[config.mk]
export PLATFORM = sky130hd
export DESIGN_NAME = bba_ram
export DESIGN_NICKNAME = d
export VERILOG_FILES = /design/src/rtl/bba_ram.sv
export SDC_FILE = /design/constraint.sdc
export NUM_CORES = 2
export LEC_CHECK = 0
export ABC_AREA = 1
export BUFFER_PORTS_ARGS = -buffer_cell sky130_fd_sc_hd__buf_2
export CAP_MARGIN = 40
export CORE_MARGIN = 5
export CORE_UTILIZATION = 45
export DETAILED_ROUTE_END_ITERATION = 8
export PLACE_DENSITY = 0.65
export SETUP_SLACK_MARGIN = 0.1
export SLEW_MARGIN = 15
export SYNTH_ARGS = -nofsm -noshare
export SYNTH_HDL_FRONTEND = slang
export SYNTH_SLANG_ARGS = --single-unit
[constraint.sdc]
create_clock -name clk_i -period 2.3 [get_ports clk_i]
set_input_delay 0.23 -clock clk_i [delete_from_list [all_inputs] [get_ports clk_i]]
set_output_delay 0.23 -clock clk_i [all_outputs]
set_load 0.02 [all_outputs]
[src/rtl/bba_ram.sv]
// ----------------------------------------------------------------------------
// bba_ram
// simple dual-port synchronous ram, one write and one registered read port
// ----------------------------------------------------------------------------
module bba_ram #(
  parameter int Width = 8,
  parameter int Depth = 256
) (
  input  logic                     clk_i,
  input  logic                     we_i,
  input  logic [$clog2(Depth)-1:0] waddr_i,
  input  logic [Width-1:0]         wdata_i,
  input  logic [$clog2(Depth)-1:0] raddr_i,
  output logic [Width-1:0]         rdata_o
);

  logic [Width-1:0] mem_q [Depth];
  logic [Width-1:0] rdata_q;

  always_ff @(posedge clk_i) begin
    if (we_i) begin
      mem_q[waddr_i] <= wdata_i;
    end
    rdata_q <= mem_q[raddr_i];
  end

  assign rdata_o = rdata_q;

endmodule

**Word-level counts from Yosys, hierarchy flattened**

Memory sizes are Yosys's and may differ from the RTL's. A register that Yosys moved wholly into a read port is not among the register bits.
Index checks and enable logic that the tools add are counted.

- Memory bits (writable): 2048
- Register bits after elaboration: 0
- Memories: 1
- Output and inout port bits: 8
- Bits of input ports: 26
- Logic and storage cells: 3

- Mux-type cells: 2

Memory list:

| memory | words | bits a word | read ports | clocked after Yosys merged registers in | wr ports | line | RTL |
|---|---|---|---|---|---|---|---|
| mem_q | 256 | 8 | 1 | 1 | 1 | 17 | `logic [Width-1:0] mem_q [Depth];` |

Operators by type and width:

| kind | count |
|---|---|
| $mux 1 | 2 |

**Longest topological paths before layout**

- Word-level depth: 2
- Depth in mapped cells: 15
- Mapped depth without buffers: 11

**Worst setup path before layout**

No wires, ideal clock.

- Path kind: input to register
- Start: in we_i
- End: mem mem_q[162][0], enable pin
- Required time: 1.930 ns
- Data arrival time: 1.351 ns
- Library setup time: 0.370 ns
- Path buffers: 2
- Path slack: 0.579 ns
- Cell stages on the path: 4
- Cells stage by stage: clkbuf_1 -> nand3_1 -> clkbuf_1 -> nor2_1

- Cells in the longest elaborated chain, start to end: 2

Ends and longest elaborated chain:

| item | line | RTL |
|---|---|---|
| from (decl) | 10 | `input logic we_i,` |
| $mux 1 | 21 | `if (we_i) begin` |
| $mux 1 (implied by the code) | 22 | `mem_q[waddr_i] <= wdata_i;` |
| to (decl) | 17 |  |

No other way between the ends.

==> reports/metrics.csv <==
stage;metric;value;unit
synthesis;synth_fp_nets;7029;
power_and_ir_drop;p_sw;17.9;mW
detailed_routing;drt-wirelength-per-cell;23.1;um
synthesis;synth_top_flop_cell;edfxtp_1;
critical_path;rrSetupSlack;420;ps
critical_path;worstPathCellList;nand2_1, nand3_1, nand3_1, nand3_1, nand3_1, nand3_1, nand3_1, nand2_1, nand2_1, nand2_1;
synthesis;synth_area;83400;sq um
placed_design;dp.cells;9598;
critical_path;rr_worst_depth;10;
critical_path;r2r-start;mem_q[111][0];
synthesis;synthTopCellsByArea;edfxtp_1, nand3_1, nand2_1, buf_2, nor2_1;
power_and_ir_drop;swShare;0.224;
detailed_routing;ant_nets;0;
synthesis;syn_inst;7003;
critical_path;worstReg2RegEnd;rdata_o[0];
critical_path;cp-end-kind;flip-flop;
critical_path;path_class;flip-flop to flip-flop;
sta;setup_viol;0;
synthesis;async_flop_share;0;
worst_hold_path;worstHoldPathType;input pin to flip-flop;
sta;finClkSkew;42.6;ps
detailed_routing;drc;0;
sta;layout_min_cycle_time;1880;ps
job;drv_cap;0;
sta;finalCritPeriodShare;0.817;
cts;cts_tree;done;
critical_path;slowest_delay;350;ps
die;fp-row-count;158;
synthesis;synth_top_area_cell;edfxtp_1;
critical_path;cp.arrival;2610;ps
cts;cts_setup_buffers;0;
power_and_ir_drop;p_int;61.9;mW
cts;htreeDepth;4;
detailed_routing;routed_wl;231000;um
global_route;grt_overflow;0;
global_route;grt_pass1_wl;347000;um
synthesis;ys_types;14;
sta;worst_pin_slew;755;ps
synthesis;synth.avg_cell_area;11.9;sq um
cts;ctsLongestPathBuffers;3;
sta;report.final.slew_viol_count;0;
worst_hold_path;whs_endpoint;rdata_o[5];
power_and_ir_drop;pwr-share-seq;0.518;
synthesis;yosys.area.top_type_share;0.737;
critical_path;path_delay_family;simple AND/OR/NAND/NOR gates;
detailed_routing;drtIter0Drc;6856;
placed_design;port_buffers;33;
sta;fin_worst_hold_slack;88.4;ps
worst_hold_path;hold_path_startpoint;raddr_i[6];
synthesis;yosysWarnings;0;
detailed_routing;avgViaCountPerCell;5.63;
critical_path;cp_slowest_cell;edfxtp_1;
global_route;grtUsageTotal;0.237;
power_and_ir_drop;combPwrFrac;0.065;
power_and_ir_drop;clkPwrFrac;0.417;
cts;clock_sinks;2056;
die;die_x;440;um
synthesis;synth_seq_cells;2056;
cts;clk_pin_slew;60;ps
die;initial_core_util;0.451;
critical_path;start_kind;flip-flop;
critical_path;critPathBufInv;0;
global_route;grt_pass1_vias;54200;
power_and_ir_drop;p_per_area;823;nW/um^2
placed_design;gp_congestion;0.917;
worst_hold_path;holdPathStages;6;
sta;maxSlewHeadroom;0.496;
cts;cts_buffers;203;
sta;grt_setup_unrepaired;no;
critical_path;crit_fanout;1;
placed_design;dpl.hpwl;140000;um
sta;hold_violations;0;
die;fp.dieArea;194000;sq um
detailed_routing;vias;56200;
cells_and_area;stdcell_count;9993;
cts;clk_latency;840;ps
die;die_y;440;um
cts;cts_root_buffer;clkbuf_16;
global_route;antenna_found_initial;9;
run_status;status;finished, final reports clean;
die;pin_count;34;
critical_path;worstPathRequired;3030;ps
detailed_routing;dr.pass1.iters;7;
critical_path;crit_top_cell;nand3_1;
global_route;grt_max_degree;113;
cells_and_area;drive_gt1_frac;0.119;
synthesis;yosysSeqAreaShare;0.739;
cts;postCtsResizedCells;0;
die;core;185000;sq um
power_and_ir_drop;leakagePower;34.5;nW
cells_and_area;syn2layout_area_growth;16.3;%
sta;fmax;532;MHz
cells_and_area;layout.nets;7358;
power_and_ir_drop;ir_worst_vdd;0.000757;V
synthesis;synth_enable_flop_cells;2048;
==> worst register-to-register path, stage by stage, from the launching register on <==
cell      delay [ps]
edfxtp_1         350
nand2_1           70
nand3_1           80
nand3_1          140
nand3_1          140
nand3_1          170
nand3_1          280
nand3_1          260
nand2_1           80
nand2_1          120
nand2_1           70
==> power by group through the flow <==
stage | Clock (mW) | Combinational [mW] | Sequential (mW)
6_report | 33.3 | 5.19 | 41.3
5_1_grt | 35.4 | 5.58 | 41.3
4_1_cts | 33.7 | 5.17 | 41.3
3_5_place_dp | 0 | 5.14 | 42.1
3_3_place_gp | 0 | 5.09 | 42.1
2_1_floorplan | 0 | 2.55 | 42.1
==> cell usage in the layout, fill, tap and decap left out, drive strengths merged, types with 7 or more instances in the layout <==
cell	instances
edfxtp	2048
diode	7
nand2	2123
clkbuf	249
nor2	283
buf	598
nand3	2019
dfxtp	8
dlygate4sd3	9
bufinv	24
clkinv	94
inv	46
==> worst max-delay path by stage <==
stage                  start             to  slack [ps]  cells past startpoint
3_3_place_gp      raddr_i[1]     rdata_o[2]        -210                     14
6_report       mem_q[111][0]     rdata_o[0]         420                     10
4_1_cts           rdata_o[2]     rdata_o[2]         410                      1
3_5_place_dp      raddr_i[0]     rdata_o[2]        -210                     14
5_1_grt        mem_q[109][0]     rdata_o[0]         350                     10
2_1_floorplan           we_i  mem_q[162][0]         580                      4
==> final cells by class <==
cell class,instances,area [sq um]
repair buffers,607,6200
clock buffers,249,5300
multi-input cells,4425,19100
well taps,2480,3100
clock inverters,130,1410
flip-flops and latches,2056,61700
fillers,15400,87800
diodes,7,17.5
inverters,39,180
==> metal layers <==
metal	track usage	vias up	wire (um)
met3	0.0457	459	20900
met1	0.326	27500	92700
met4	0.0932	8	9570
met2	0.375	2675	108000
met5	0	-	41
li1	-	25600	-
==> sequential cells by signal, indices dropped and copies added, names as in the netlist <==
register  cells
mem_q      2048
rdata_o       8
==> synth_stat cells (2+ instances only) <==
library cell / instances
dfxtp_1: 8
buf_2: 268
inv_2: 2
clkbuf_1: 112
inv_1: 36
buf_1: 40
nand2_1: 2123
buf_4: 46
edfxtp_1: 2048
nor2_1: 283
nand3_1: 2019
buf_6: 16
==> what timing repair did <==
action	in CTS	in global routing
hold buffers	9	0
endpoints found under the setup margin	0	0
endpoints found under the hold margin	399	0
==> kinds of logic (layout without fill, tap and decap cells) <==
kind of cell  Yosys count  count (layout)  synth area share
other cells             0               7                 0
flops                2056            2056             0.739
buf+inv               522            1025            0.0312
simple gates         4425            4425             0.229
==> per-stage QoR <==
stage | area (sq um) | utilization | TNS, ps | total power, mW | setup slack, ps
floorplan | 83400 | - | 0 | 44.7 | 579
global placement | 90200 | 0.488 | -1080 | 47.2 | -213
detailed placement | 90200 | 0.488 | -958 | 47.3 | -210
CTS | 97000 | 0.525 | 0 | 80.2 | 407
global route | 97000 | 0.525 | 0 | 82.3 | 348
finish | 97000 | 0.525 | 0 | 79.8 | 420
No activity file was read; power rests on OpenSTA's default activity.
